===== config.mk =====
export PLATFORM = sky130hd
export DESIGN_NAME = integer_text_formatter_core
export DESIGN_NICKNAME = d
export VERILOG_FILES = /design/src/rtl/itf_pkg.sv /design/src/rtl/itf_ctrl.sv /design/src/rtl/itf_dpath.sv /design/src/rtl/integer_text_formatter_core.sv
export VERILOG_INCLUDE_DIRS = /design/src /design/src/rtl
export SDC_FILE = /design/constraint.sdc
export NUM_CORES = 1
export LEC_CHECK = 0
export BUFFER_PORTS_ARGS = -buffer_cell sky130_fd_sc_hd__buf_2
export CAP_MARGIN = 30
export CORE_ASPECT_RATIO = 0.8
export CORE_UTILIZATION = 55
export DETAILED_ROUTE_END_ITERATION = 6
export GPL_ROUTABILITY_DRIVEN = 0
export PLACE_DENSITY_LB_ADDON = 0.25
export SYNTH_ARGS = -nofsm -noshare
export SYNTH_HDL_FRONTEND = slang
export SYNTH_SLANG_ARGS = --single-unit

===== constraint.sdc =====
create_clock -name clk -period 7.21 [get_ports clk]
set_clock_uncertainty 0.05 [all_clocks]
set_input_delay 1.442 -clock clk [delete_from_list [all_inputs] [get_ports clk]]
set_output_delay 1.442 -clock clk [all_outputs]
set_load 0.1 [all_outputs]

===== src/rtl/assert_macros.svh =====
// ----------------------------------------------------------------------------
// assert_macros.svh
// shared assertion macros, sampled on clk and disabled while rst_n is low
// ----------------------------------------------------------------------------
`ifndef ASSERT_MACROS_SVH
`define ASSERT_MACROS_SVH

// plain property that must hold at every clock edge
`define ITF_ASSERT(lbl, prop, msg) \
    lbl: assert property (@(posedge clk) disable iff (!rst_n) (prop)) \
        else $error(msg);

// same-cycle implication
`define ITF_ASSERT_IMP(lbl, ante, cons, msg) \
    lbl: assert property (@(posedge clk) disable iff (!rst_n) (ante) |-> (cons)) \
        else $error(msg);

`endif


===== src/rtl/itf_pkg.sv =====
// ----------------------------------------------------------------------------
// itf_pkg
// shared types, codes and character constants of the integer text formatter
// ----------------------------------------------------------------------------
`timescale 1ns / 1ps

package itf_pkg;

    localparam int VALUE_W                = 64;
    localparam int DEFAULT_MAX_FIELD      = 62;
    localparam int DEFAULT_DIGIT_CAPACITY = 22;

    // decimal conversion shifts two value bits per cycle
    localparam int CONV_STEPS = VALUE_W / 2;
    localparam int CONV_CNT_W = $clog2(CONV_STEPS);

    localparam int IN_TDATA_W  = 88;
    localparam int OUT_TDATA_W = 8;

    // radix codes, the unused code reads as decimal
    localparam logic [1:0] RADIX_DEC = 2'd0;
    localparam logic [1:0] RADIX_HEX = 2'd1;
    localparam logic [1:0] RADIX_OCT = 2'd2;

    // unsigned prefix codes
    localparam logic [1:0] PREFIX_NONE      = 2'd0;
    localparam logic [1:0] PREFIX_HEX_LOWER = 2'd1;
    localparam logic [1:0] PREFIX_HEX_UPPER = 2'd2;
    localparam logic [1:0] PREFIX_OCTAL     = 2'd3;

    // output phase codes, controller to datapath
    localparam logic [1:0] PH_SPACE  = 2'd0;
    localparam logic [1:0] PH_PREFIX = 2'd1;
    localparam logic [1:0] PH_ZERO   = 2'd2;
    localparam logic [1:0] PH_DIGIT  = 2'd3;

    localparam logic [7:0] CHAR_MINUS   = 8'h2D;
    localparam logic [7:0] CHAR_PLUS    = 8'h2B;
    localparam logic [7:0] CHAR_SPACE   = 8'h20;
    localparam logic [7:0] CHAR_ZERO    = 8'h30;
    localparam logic [7:0] CHAR_UPPER_A = 8'h41;
    localparam logic [7:0] CHAR_LOWER_A = 8'h61;
    localparam logic [7:0] CHAR_UPPER_X = 8'h58;
    localparam logic [7:0] CHAR_LOWER_X = 8'h78;
    localparam logic [3:0] DEC_BASE     = 4'd10;

    typedef struct packed {
        logic [VALUE_W-1:0] value;
        logic               signed_mode;
        logic [1:0]         radix;
        logic               upper_case;
        logic [5:0]         field_width;
        logic [5:0]         precision;
        logic               has_precision;
        logic               left_justify;
        logic               force_plus;
        logic               space_sign;
        logic               zero_pad;
        logic [1:0]         prefix_kind;
    } item_t;

    typedef struct packed {
        logic       load;
        logic       conv_step;
        logic       norm_step;
        logic       plan;
        logic       emit;
        logic [1:0] phase;
    } cmd_t;

    typedef struct packed {
        logic dec;
        logic conv_last;
        logic norm_done;
        logic left;
        logic sp_zero;
        logic pre_zero;
        logic pad_zero;
        logic nd_zero;
        logic slot_free;
    } stat_t;

    function automatic logic [7:0] digit_char(input logic [3:0] d, input logic upper);
        logic [7:0] c;
        if (d < DEC_BASE)
        begin
            c = CHAR_ZERO + {4'h0, d};
        end
        else
        begin
            c = (upper ? CHAR_UPPER_A : CHAR_LOWER_A) + {4'h0, d} - {4'h0, DEC_BASE};
        end
        return c;
    endfunction

endpackage


===== src/rtl/itf_ctrl.sv =====
// ----------------------------------------------------------------------------
// itf_ctrl
// sequencer: load, decimal conversion, zero skip, layout, character output
// ----------------------------------------------------------------------------
`timescale 1ns / 1ps

module itf_ctrl
(
    input  logic          clk,
    input  logic          rst_n,
    input  logic          in_valid,
    output logic          in_ready,
    input  itf_pkg::stat_t stat,
    output itf_pkg::cmd_t  cmd
);
    import itf_pkg::*;

    localparam logic [3:0] S_IDLE = 4'd0;
    localparam logic [3:0] S_CONV = 4'd1;
    localparam logic [3:0] S_NORM = 4'd2;
    localparam logic [3:0] S_PLAN = 4'd3;
    localparam logic [3:0] S_LSP  = 4'd4;
    localparam logic [3:0] S_PRE  = 4'd5;
    localparam logic [3:0] S_ZERO = 4'd6;
    localparam logic [3:0] S_DIG  = 4'd7;
    localparam logic [3:0] S_TSP  = 4'd8;

    logic [3:0] state_reg;
    logic [3:0] state_next;

    assign in_ready = (state_reg == S_IDLE);

    always_comb
    begin
        state_next = state_reg;
        cmd        = '0;
        cmd.phase  = PH_SPACE;
        case (state_reg)
            S_IDLE:
            begin
                if (in_valid)
                begin
                    cmd.load   = 1'b1;
                    state_next = S_CONV;
                end
            end
            S_CONV:
            begin
                if (!stat.dec)
                begin
                    state_next = S_NORM;
                end
                else
                begin
                    cmd.conv_step = 1'b1;
                    if (stat.conv_last)
                    begin
                        state_next = S_NORM;
                    end
                end
            end
            S_NORM:
            begin
                if (stat.norm_done)
                begin
                    state_next = S_PLAN;
                end
                else
                begin
                    cmd.norm_step = 1'b1;
                end
            end
            S_PLAN:
            begin
                cmd.plan   = 1'b1;
                state_next = S_LSP;
            end
            S_LSP:
            begin
                cmd.phase = PH_SPACE;
                if (stat.left || stat.sp_zero)
                begin
                    state_next = S_PRE;
                end
                else
                begin
                    cmd.emit = stat.slot_free;
                end
            end
            S_PRE:
            begin
                cmd.phase = PH_PREFIX;
                if (stat.pre_zero)
                begin
                    state_next = S_ZERO;
                end
                else
                begin
                    cmd.emit = stat.slot_free;
                end
            end
            S_ZERO:
            begin
                cmd.phase = PH_ZERO;
                if (stat.pad_zero)
                begin
                    state_next = S_DIG;
                end
                else
                begin
                    cmd.emit = stat.slot_free;
                end
            end
            S_DIG:
            begin
                cmd.phase = PH_DIGIT;
                if (stat.nd_zero)
                begin
                    state_next = S_TSP;
                end
                else
                begin
                    cmd.emit = stat.slot_free;
                end
            end
            S_TSP:
            begin
                cmd.phase = PH_SPACE;
                if (!stat.left || stat.sp_zero)
                begin
                    state_next = S_IDLE;
                end
                else
                begin
                    cmd.emit = stat.slot_free;
                end
            end
            default:
            begin
                state_next = S_IDLE;
            end
        endcase
    end

    always_ff @(posedge clk or negedge rst_n)
    begin
        if (!rst_n)
        begin
            state_reg <= S_IDLE;
        end
        else
        begin
            state_reg <= state_next;
        end
    end

endmodule


===== src/rtl/itf_dpath.sv =====
// ----------------------------------------------------------------------------
// itf_dpath
// digit register, layout counters and output register
// ----------------------------------------------------------------------------
`timescale 1ns / 1ps
`include "assert_macros.svh"

module itf_dpath
#(
    parameter int MAX_FIELD      = itf_pkg::DEFAULT_MAX_FIELD,
    parameter int DIGIT_CAPACITY = itf_pkg::DEFAULT_DIGIT_CAPACITY
)
(
    input  logic           clk,
    input  logic           rst_n,
    input  itf_pkg::item_t item,
    input  itf_pkg::cmd_t  cmd,
    output itf_pkg::stat_t stat,
    output logic           out_valid,
    input  logic           out_ready,
    output logic [7:0]     out_char,
    output logic           out_last
);
    import itf_pkg::*;

    localparam int DB    = 4 * DIGIT_CAPACITY;
    localparam int ND_W  = $clog2(DIGIT_CAPACITY + 1);
    localparam int CNT_W = $clog2(DIGIT_CAPACITY + MAX_FIELD + 3);

    // one bcd adjust-and-shift step of the double dabble
    function automatic logic [DB-1:0] dabble(input logic [DB-1:0] b, input logic bin);
        logic [DB-1:0] a;
        a = b;
        for (int i = 0; i < DIGIT_CAPACITY; i++)
        begin
            if (b[4*i +: 4] >= 4'd5)
            begin
                a[4*i +: 4] = b[4*i +: 4] + 4'd3;
            end
        end
        return {a[DB-2:0], bin};
    endfunction

    // control registers
    logic                  out_valid_reg, out_valid_next;
    logic [CNT_W-1:0]      sp_reg, sp_next;
    logic [CNT_W-1:0]      pad_reg, pad_next;
    logic [CNT_W-1:0]      tot_reg, tot_next;
    logic [1:0]            plen_reg, plen_next;
    logic [ND_W-1:0]       nd_reg, nd_next;
    logic [CONV_CNT_W-1:0] conv_cnt_reg, conv_cnt_next;

    // payload registers
    logic [VALUE_W-1:0] mag_reg, mag_next;
    logic [DB-1:0]      dig_reg, dig_next;
    logic [7:0]         pre0_reg, pre0_next;
    logic [7:0]         pre1_reg, pre1_next;
    logic [5:0]         width_reg, width_next;
    logic [5:0]         prec_reg, prec_next;
    logic               has_prec_reg, has_prec_next;
    logic               left_reg, left_next;
    logic               zpad_reg, zpad_next;
    logic               upper_reg, upper_next;
    logic               dec_reg, dec_next;
    logic [7:0]         out_char_reg, out_char_next;
    logic               out_last_reg, out_last_next;

    // load-side logic
    logic               neg;
    logic [VALUE_W-1:0] mag_load;
    logic [DB-1:0]      ext;
    logic [DB-1:0]      hex_dig;
    logic [DB-1:0]      oct_dig;
    logic               is_hex;
    logic               is_oct;
    logic [7:0]         pre0_load;
    logic [7:0]         pre1_load;
    logic [1:0]         plen_load;

    // layout logic
    logic [CNT_W-1:0] nd_c, w_c, p_c, pl_c;
    logic [CNT_W-1:0] pad_calc, used_calc, sp_calc, tot_calc;

    logic [3:0] top_digit;
    logic [7:0] emit_char;
    logic       slot_free;

    assign neg      = item.signed_mode && item.value[VALUE_W-1];
    assign mag_load = neg ? (~item.value + VALUE_W'(1)) : item.value;
    assign ext      = DB'(mag_load);
    assign is_hex   = (item.radix == RADIX_HEX);
    assign is_oct   = (item.radix == RADIX_OCT);

    always_comb
    begin
        hex_dig = '0;
        oct_dig = '0;
        for (int i = 0; i < DIGIT_CAPACITY; i++)
        begin
            hex_dig[4*i +: 4] = ext[4*i +: 4];
            oct_dig[4*i +: 4] = {1'b0, ext[3*i +: 3]};
        end
    end

    // sign or radix prefix
    always_comb
    begin
        pre0_load = CHAR_ZERO;
        pre1_load = CHAR_LOWER_X;
        plen_load = 2'd0;
        if (item.signed_mode)
        begin
            if (neg)
            begin
                pre0_load = CHAR_MINUS;
                plen_load = 2'd1;
            end
            else if (item.force_plus)
            begin
                pre0_load = CHAR_PLUS;
                plen_load = 2'd1;
            end
            else if (item.space_sign)
            begin
                pre0_load = CHAR_SPACE;
                plen_load = 2'd1;
            end
        end
        else
        begin
            case (item.prefix_kind)
                PREFIX_HEX_LOWER: plen_load = 2'd2;
                PREFIX_HEX_UPPER:
                begin
                    pre1_load = CHAR_UPPER_X;
                    plen_load = 2'd2;
                end
                PREFIX_OCTAL:     plen_load = 2'd1;
                default:          plen_load = 2'd0;
            endcase
        end
    end

    // pad and space counts from the digit count
    always_comb
    begin
        nd_c     = CNT_W'(nd_reg);
        w_c      = CNT_W'(width_reg);
        p_c      = CNT_W'(prec_reg);
        pl_c     = CNT_W'(plen_reg);
        pad_calc = '0;
        if (has_prec_reg)
        begin
            if (p_c > nd_c)
            begin
                pad_calc = p_c - nd_c;
            end
        end
        else if (zpad_reg && !left_reg)
        begin
            if (w_c > nd_c + pl_c)
            begin
                pad_calc = w_c - nd_c - pl_c;
            end
        end
        used_calc = nd_c + pl_c + pad_calc;
        sp_calc   = (w_c > used_calc) ? (w_c - used_calc) : '0;
        tot_calc  = used_calc + sp_calc;
    end

    assign top_digit = dig_reg[DB-1 -: 4];
    assign slot_free = !out_valid_reg || out_ready;

    always_comb
    begin
        case (cmd.phase)
            PH_SPACE:  emit_char = CHAR_SPACE;
            PH_PREFIX: emit_char = pre0_reg;
            PH_ZERO:   emit_char = CHAR_ZERO;
            PH_DIGIT:  emit_char = digit_char(top_digit, upper_reg);
            default:   emit_char = CHAR_SPACE;
        endcase
    end

    always_comb
    begin
        out_valid_next = out_valid_reg;
        sp_next        = sp_reg;
        pad_next       = pad_reg;
        tot_next       = tot_reg;
        plen_next      = plen_reg;
        nd_next        = nd_reg;
        conv_cnt_next  = conv_cnt_reg;
        mag_next       = mag_reg;
        dig_next       = dig_reg;
        pre0_next      = pre0_reg;
        pre1_next      = pre1_reg;
        width_next     = width_reg;
        prec_next      = prec_reg;
        has_prec_next  = has_prec_reg;
        left_next      = left_reg;
        zpad_next      = zpad_reg;
        upper_next     = upper_reg;
        dec_next       = dec_reg;
        out_char_next  = out_char_reg;
        out_last_next  = out_last_reg;

        if (cmd.load)
        begin
            mag_next      = mag_load;
            dig_next      = is_hex ? hex_dig : (is_oct ? oct_dig : '0);
            dec_next      = !(is_hex || is_oct);
            pre0_next     = pre0_load;
            pre1_next     = pre1_load;
            plen_next     = plen_load;
            width_next    = (item.field_width > 6'(MAX_FIELD)) ? 6'(MAX_FIELD)
                                                               : item.field_width;
            prec_next     = (item.precision > 6'(MAX_FIELD)) ? 6'(MAX_FIELD)
                                                             : item.precision;
            has_prec_next = item.has_precision;
            left_next     = item.left_justify;
            zpad_next     = item.zero_pad;
            upper_next    = item.upper_case;
            nd_next       = ND_W'(DIGIT_CAPACITY);
            conv_cnt_next = '0;
        end

        if (cmd.conv_step)
        begin
            dig_next      = dabble(dabble(dig_reg, mag_reg[VALUE_W-1]), mag_reg[VALUE_W-2]);
            mag_next      = {mag_reg[VALUE_W-3:0], 2'b00};
            conv_cnt_next = conv_cnt_reg + CONV_CNT_W'(1);
        end

        if (cmd.norm_step)
        begin
            dig_next = {dig_reg[DB-5:0], 4'h0};
            nd_next  = nd_reg - ND_W'(1);
        end

        if (cmd.plan)
        begin
            pad_next = pad_calc;
            sp_next  = sp_calc;
            tot_next = tot_calc;
        end

        if (cmd.emit)
        begin
            out_valid_next = 1'b1;
            out_char_next  = emit_char;
            out_last_next  = (tot_reg == CNT_W'(1));
            tot_next       = tot_reg - CNT_W'(1);
            case (cmd.phase)
                PH_SPACE:  sp_next = sp_reg - CNT_W'(1);
                PH_PREFIX:
                begin
                    pre0_next = pre1_reg;
                    plen_next = plen_reg - 2'd1;
                end
                PH_ZERO:   pad_next = pad_reg - CNT_W'(1);
                PH_DIGIT:
                begin
                    dig_next = {dig_reg[DB-5:0], 4'h0};
                    nd_next  = nd_reg - ND_W'(1);
                end
                default:   sp_next = sp_reg;
            endcase
        end
        else if (out_ready)
        begin
            out_valid_next = 1'b0;
        end
    end

    always_ff @(posedge clk or negedge rst_n)
    begin
        if (!rst_n)
        begin
            out_valid_reg <= 1'b0;
            sp_reg        <= '0;
            pad_reg       <= '0;
            tot_reg       <= '0;
            plen_reg      <= '0;
            nd_reg        <= '0;
            conv_cnt_reg  <= '0;
        end
        else
        begin
            out_valid_reg <= out_valid_next;
            sp_reg        <= sp_next;
            pad_reg       <= pad_next;
            tot_reg       <= tot_next;
            plen_reg      <= plen_next;
            nd_reg        <= nd_next;
            conv_cnt_reg  <= conv_cnt_next;
        end
    end

    always_ff @(posedge clk)
    begin
        mag_reg      <= mag_next;
        dig_reg      <= dig_next;
        pre0_reg     <= pre0_next;
        pre1_reg     <= pre1_next;
        width_reg    <= width_next;
        prec_reg     <= prec_next;
        has_prec_reg <= has_prec_next;
        left_reg     <= left_next;
        zpad_reg     <= zpad_next;
        upper_reg    <= upper_next;
        dec_reg      <= dec_next;
        out_char_reg <= out_char_next;
        out_last_reg <= out_last_next;
    end

    assign stat.dec       = dec_reg;
    assign stat.conv_last = (conv_cnt_reg == CONV_CNT_W'(CONV_STEPS - 1));
    assign stat.norm_done = (top_digit != 4'h0) || (nd_reg == ND_W'(1));
    assign stat.left      = left_reg;
    assign stat.sp_zero   = (sp_reg == '0);
    assign stat.pre_zero  = (plen_reg == 2'd0);
    assign stat.pad_zero  = (pad_reg == '0);
    assign stat.nd_zero   = (nd_reg == '0);
    assign stat.slot_free = slot_free;

    assign out_valid = out_valid_reg;
    assign out_char  = out_char_reg;
    assign out_last  = out_last_reg;

    `ITF_ASSERT_IMP(a_emit_slot, cmd.emit, slot_free, "character emitted into a full output register")
    `ITF_ASSERT_IMP(a_emit_total, cmd.emit, tot_reg != '0, "character emitted past the planned total")
    `ITF_ASSERT_IMP(a_digit_avail, cmd.emit && (cmd.phase == PH_DIGIT), nd_reg != '0, "digit emitted with none left")
    `ITF_ASSERT_IMP(a_trailing_total, cmd.emit && (cmd.phase == PH_SPACE) && (nd_reg == '0), tot_reg == sp_reg, "trailing spaces disagree with remaining total")
    `ITF_ASSERT_IMP(a_skip_zero, cmd.norm_step, top_digit == 4'h0, "leading digit skipped while nonzero")

endmodule


===== src/rtl/integer_text_formatter_core.sv =====
// ----------------------------------------------------------------------------
// integer_text_formatter_core
// printf-style integer conversion of one 64-bit value to a stream of ascii
// ----------------------------------------------------------------------------
// One input item carries a 64-bit value and its conversion settings; the
// block answers with the formatted text, one ascii character per output item,
// with tlast on the final character (1 to 64 characters per value). Items are
// handled one at a time: a new value is taken only once the previous text has
// been handed to the output register. Decimal digits come from double dabble
// at two value bits per cycle; hex and octal digits are bit slices. Leading
// zero digits are then skipped one per cycle (digit capacity minus the digit
// count, at most 21 by default), and the characters go out one per cycle
// through the single output register while tready is held high.
`timescale 1ns / 1ps

module integer_text_formatter_core
#(
    parameter int MAX_FIELD      = itf_pkg::DEFAULT_MAX_FIELD,
    parameter int DIGIT_CAPACITY = itf_pkg::DEFAULT_DIGIT_CAPACITY
)
(
    input  logic                             clk,
    input  logic                             rst_n,

    input  logic                             s_axis_tvalid,
    output logic                             s_axis_tready,
    // value[63:0], radix[65:64], upper_case[66], field_width[72:67],
    // precision[78:73], has_precision[79], left_justify[80], force_plus[81],
    // space_sign[82], zero_pad[83], prefix_kind[85:84], zero fill[87:86]
    input  logic [itf_pkg::IN_TDATA_W-1:0]   s_axis_tdata,
    // signed_mode[0]
    input  logic [0:0]                       s_axis_tuser,

    output logic                             m_axis_tvalid,
    input  logic                             m_axis_tready,
    // out_char[7:0]
    output logic [itf_pkg::OUT_TDATA_W-1:0]  m_axis_tdata,
    output logic                             m_axis_tlast
);
    import itf_pkg::*;

    item_t item;
    cmd_t  cmd;
    stat_t stat;

    // unpack the input item; the datapath only samples it on a load command
    always_comb
    begin
        item.value         = s_axis_tdata[63:0];
        item.signed_mode   = s_axis_tuser[0];
        item.radix         = s_axis_tdata[65:64];
        item.upper_case    = s_axis_tdata[66];
        item.field_width   = s_axis_tdata[72:67];
        item.precision     = s_axis_tdata[78:73];
        item.has_precision = s_axis_tdata[79];
        item.left_justify  = s_axis_tdata[80];
        item.force_plus    = s_axis_tdata[81];
        item.space_sign    = s_axis_tdata[82];
        item.zero_pad      = s_axis_tdata[83];
        item.prefix_kind   = s_axis_tdata[85:84];
    end

    // sequencer: accept, convert, skip leading zeros, lay out, emit
    itf_ctrl u_ctrl
    (
        .clk      (clk),
        .rst_n    (rst_n),
        .in_valid (s_axis_tvalid),
        .in_ready (s_axis_tready),
        .stat     (stat),
        .cmd      (cmd)
    );

    // digits, prefix, pad and space counters, output register
    itf_dpath
    #(
        .MAX_FIELD      (MAX_FIELD),
        .DIGIT_CAPACITY (DIGIT_CAPACITY)
    )
    u_dpath
    (
        .clk       (clk),
        .rst_n     (rst_n),
        .item      (item),
        .cmd       (cmd),
        .stat      (stat),
        .out_valid (m_axis_tvalid),
        .out_ready (m_axis_tready),
        .out_char  (m_axis_tdata),
        .out_last  (m_axis_tlast)
    );

endmodule


==> results.py <==
metrics = {
    "critical_path": {
        "regToRegEndpoint": "u_dpath.tot_reg[6]$_DFFE_PN0P_",
        "r2r_slack_ns": 0.39,
        "critical_path_required_ns": 7.58,
        "crit_type": "reg -> reg",
        "rr_startpoint": "u_dpath.nd_reg[1]$_DFF_PN0_",
        "critPathCaptureType": "flop",
        "crit_path_top_delay_cell": "fa_2",
        "cp_max_fo": 6,
        "ff2ff_path_depth": 34,
        "crit_arrival_ns": 7.19,
        "critPathMaxStageDelay_ns": 0.48,
        "start_kind": "flop",
    },
    "power_and_ir_drop": {
        "p_per_area_mw_per_mm2": 562.4,
        "p_leak_nw": 8.031,
        "peakVddDrop_uv": 356.3,
        "design_power_total_mw": 10.85,
    },
    "yosys": {
        "synth_warnings": 0,
        "synth-seq-area-share_pct": 31.87,
        "yosys.area.top_type": "edfxtp_1",
        "syn_avg_cell_area_um2": 8.309,
        "synth.top_cell.area_share_pct": 15.25,
        "ys_types": 77,
        "postSynthNetCount": 2352,
        "synth_area_mm2": 0.01752,
        "synthArstFlopShare_pct": 16.89,
        "synth_edf_count": 89,
        "synthCells": 2109,
        "ys_ff_latch": 225,
        "synthTopCellsByArea": "edfxtp_1 15%, dfxtp_1 11%, ha_1 10%",
        "synthFlopType": "dfxtp_1",
    },
    "timing": {
        "max_freq_mhz": 146.6,
        "finalSetupTns_ns": 0,
        "maxSlewViolCount": 0,
        "hold_slack_ns": 0.4027,
        "setup_viol": 0,
        "hold_viol": 0,
        "fin_crit_sh_pct": 94.61,
        "tightest_slew_ns": 1.042,
        "max-slew-margin-rel_pct": 30.51,
        "period_minus_slack_ns": 6.822,
        "rsz0062_at_grt": "no",
    },
    "status": {
        "status": "finished, final reports clean",
    },
    "worst_hold_path": {
        "hp-start": "u_dpath.pre0_reg[6]$_DFF_P_",
        "min_to": "u_dpath.pre0_reg[6]$_DFF_P_",
        "hold_depth": 2,
        "worstHoldPathType": "reg -> reg",
    },
    "floorplanning": {
        "die_area_mm2": 0.03258,
        "initial_core_util_pct": 55.77,
        "die_w_um": 201.6,
        "rows": 58,
        "die_h_um": 161.7,
        "num_io_pins": 104,
        "design.core.area_mm2": 0.03142,
    },
    "place": {
        "place.port_buffers": 101,
        "dpl.hpwl_mm": 35.12,
    },
    "final_layout": {
        "n_fill_cell": 2735,
        "drive_above_1_share_pct": 10.45,
        "nets": 2405,
        "largest_register_ffs": 88,
        "areaGrowthSynthToFinish_pct": 10.14,
    },
    "clocking": {
        "cts.htree.levels": 1,
        "tritoncts": "done",
        "cts_buffer_depth": 3,
        "cts.clk_slew.worst_paths_ns": 0.06,
        "cts_inserted_buffers": 25,
        "clock_sinks": 225,
        "hold_buffers": 0,
        "cts-root-buf": "clkbuf_16",
        "clock_latency_ns": 0.54,
    },
    "grt": {
        "grt_max_degree": 74,
        "track_usage_pct": 29.67,
        "grt_overflow": 0,
        "grt_antenna_before_repair": 5,
        "grt_pass1_vias": 14810,
        "grt_pass1_wl_mm": 78.59,
    },
    "drt": {
        "dr.pass1.iters": 7,
        "post-route-drc-count": 0,
        "via_count": 16140,
        "vias_per_cell": 6.193,
        "wire_per_inst_um": 19.02,
        "drtIter0Drc": 1757,
        "wl_mm": 49.57,
        "drtAntennaViolNets": 0,
    },
    "job": {
        "cap_violations": 0,
    },
}
==> worst max-delay path: cells and delay by family (launching register included) <==
family	cells	cell delay [ns]
compound gates	11	1.47
xor+xnor	2	0.35
fa+ha+maj	9	3.08
buf+inv	4	0.31
flops	1	0.45
simple gates	8	0.99
==> per-stage QoR <==
stage / util, % / setup slack, ns / area [µm²] / std cells
final: 61.42 / 0.3884 / 19300 / 2606
after global routing: 61.40 / 0.002445 / 19290 / 2604
after CTS: 61.05 / 0.09272 / 19180 / 2598
after detailed placement: 58.56 / 0.1157 / 18400 / 2552
after global placement: 58.45 / 0.2708 / 18370 / 2550
after floorplan: - / 0.5625 / 17520 / 2109
==> power by group <==
| part | switching, mW | leakage [nW] | internal (mW) |
|---|---|---|---|
| logic | 4.25 | 5.54 | 2.96 |
| registers | 0.472 | 2.10 | 1.92 |
| clock network | 0.539 | 0.388 | 0.715 |
==> cell type report <==
class | instances | area [µm²] | area share [%]
multi-input combinational | 1621 | 11050 | 57.28
timing repair buffer | 128 | 735.7 | 3.812
tap | 420 | 525.5 | 2.723
clock inverter | 10 | 75.07 | 0.3890
clock buffer | 36 | 706.9 | 3.663
sequential | 225 | 5585 | 28.94
inverter | 161 | 604.3 | 3.131
antenna | 5 | 12.51 | 0.06483
==> cell families after synthesis <==
kind of cell / after synthesis / synth area share, %
compound gates: 641 / 23.36
simple gates: 626 / 17.24
buf+inv: 263 / 5.655
flops: 225 / 31.87
fa+ha+maj: 152 / 11.12
xor+xnor: 132 / 6.598
mux: 70 / 4.149
==> synth_stat cells, types with 31 or more instances <==
cell type	instances
a21oi_1	173
a22o_1	31
clkbuf_1	85
dfrtp_1	38
dfxtp_1	98
edfxtp_1	89
ha_1	143
inv_1	161
mux2i_1	49
nand2_1	189
nand2b_1	32
nor2_1	184
nor2b_1	50
nor3_1	48
o21ai_0	194
xnor2_1	93
xor2_1	39
==> worst max path at each step <==
stage                               startpoint                              to  slack (ns)  depth (start not counted)
2_1_floorplan  u_ctrl.state_reg[1]$_DFFE_PN0P_     u_dpath.dig_reg[73]$_DFF_P_        0.56                         10
3_3_place_gp       u_dpath.nd_reg[0]$_DFF_PN0_  u_dpath.tot_reg[6]$_DFFE_PN0P_        0.27                         35
3_5_place_dp       u_dpath.nd_reg[1]$_DFF_PN0_  u_dpath.tot_reg[6]$_DFFE_PN0P_        0.12                         33
4_1_cts            u_dpath.nd_reg[1]$_DFF_PN0_  u_dpath.tot_reg[6]$_DFFE_PN0P_        0.09                         33
5_1_grt            u_dpath.nd_reg[0]$_DFF_PN0_  u_dpath.tot_reg[6]$_DFFE_PN0P_       0.002                         34
6_report           u_dpath.nd_reg[1]$_DFF_PN0_  u_dpath.tot_reg[6]$_DFFE_PN0P_        0.39                         34
==> what timing repair did <==
action,CTS,global route
resized for setup,0,14
setup buffers,0,2
setup endpoints to repair,0,4
==> placed cells by master, fill, tap and decap left out, types with 19 or more instances in the layout <==
master and count:
nand2b_1 32, dfxtp_1 98, or3_1 21, dfrtp_1 38
edfxtp_1 89, o21ai_0 194, nor3_1 48, clkbuf_16 25
inv_1 159, xnor2_1 89, mux2i_1 49, buf_2 101
a211oi_1 19, a221oi_1 30, a21oi_1 173, nor3b_1 27
nor2b_1 50, nor2_1 182, mux2_2 21, xor2_1 39
ha_1 142, a22oi_1 21, buf_4 24, nand2_1 188
o21a_1 22, a22o_1 31
==> per-layer routing <==
layer	share of wire (%)	global-route usage (%)	routed length, µm	vias to the layer above
met1	46	45.10	22860	7629
met4	1.8	6.129	870	2
met5	0.026	0	13	-
met2	43	44.37	21130	761
li1	-	-	-	7675
met3	9.5	4.354	4693	72
Power figures use the tool's default switching activity.
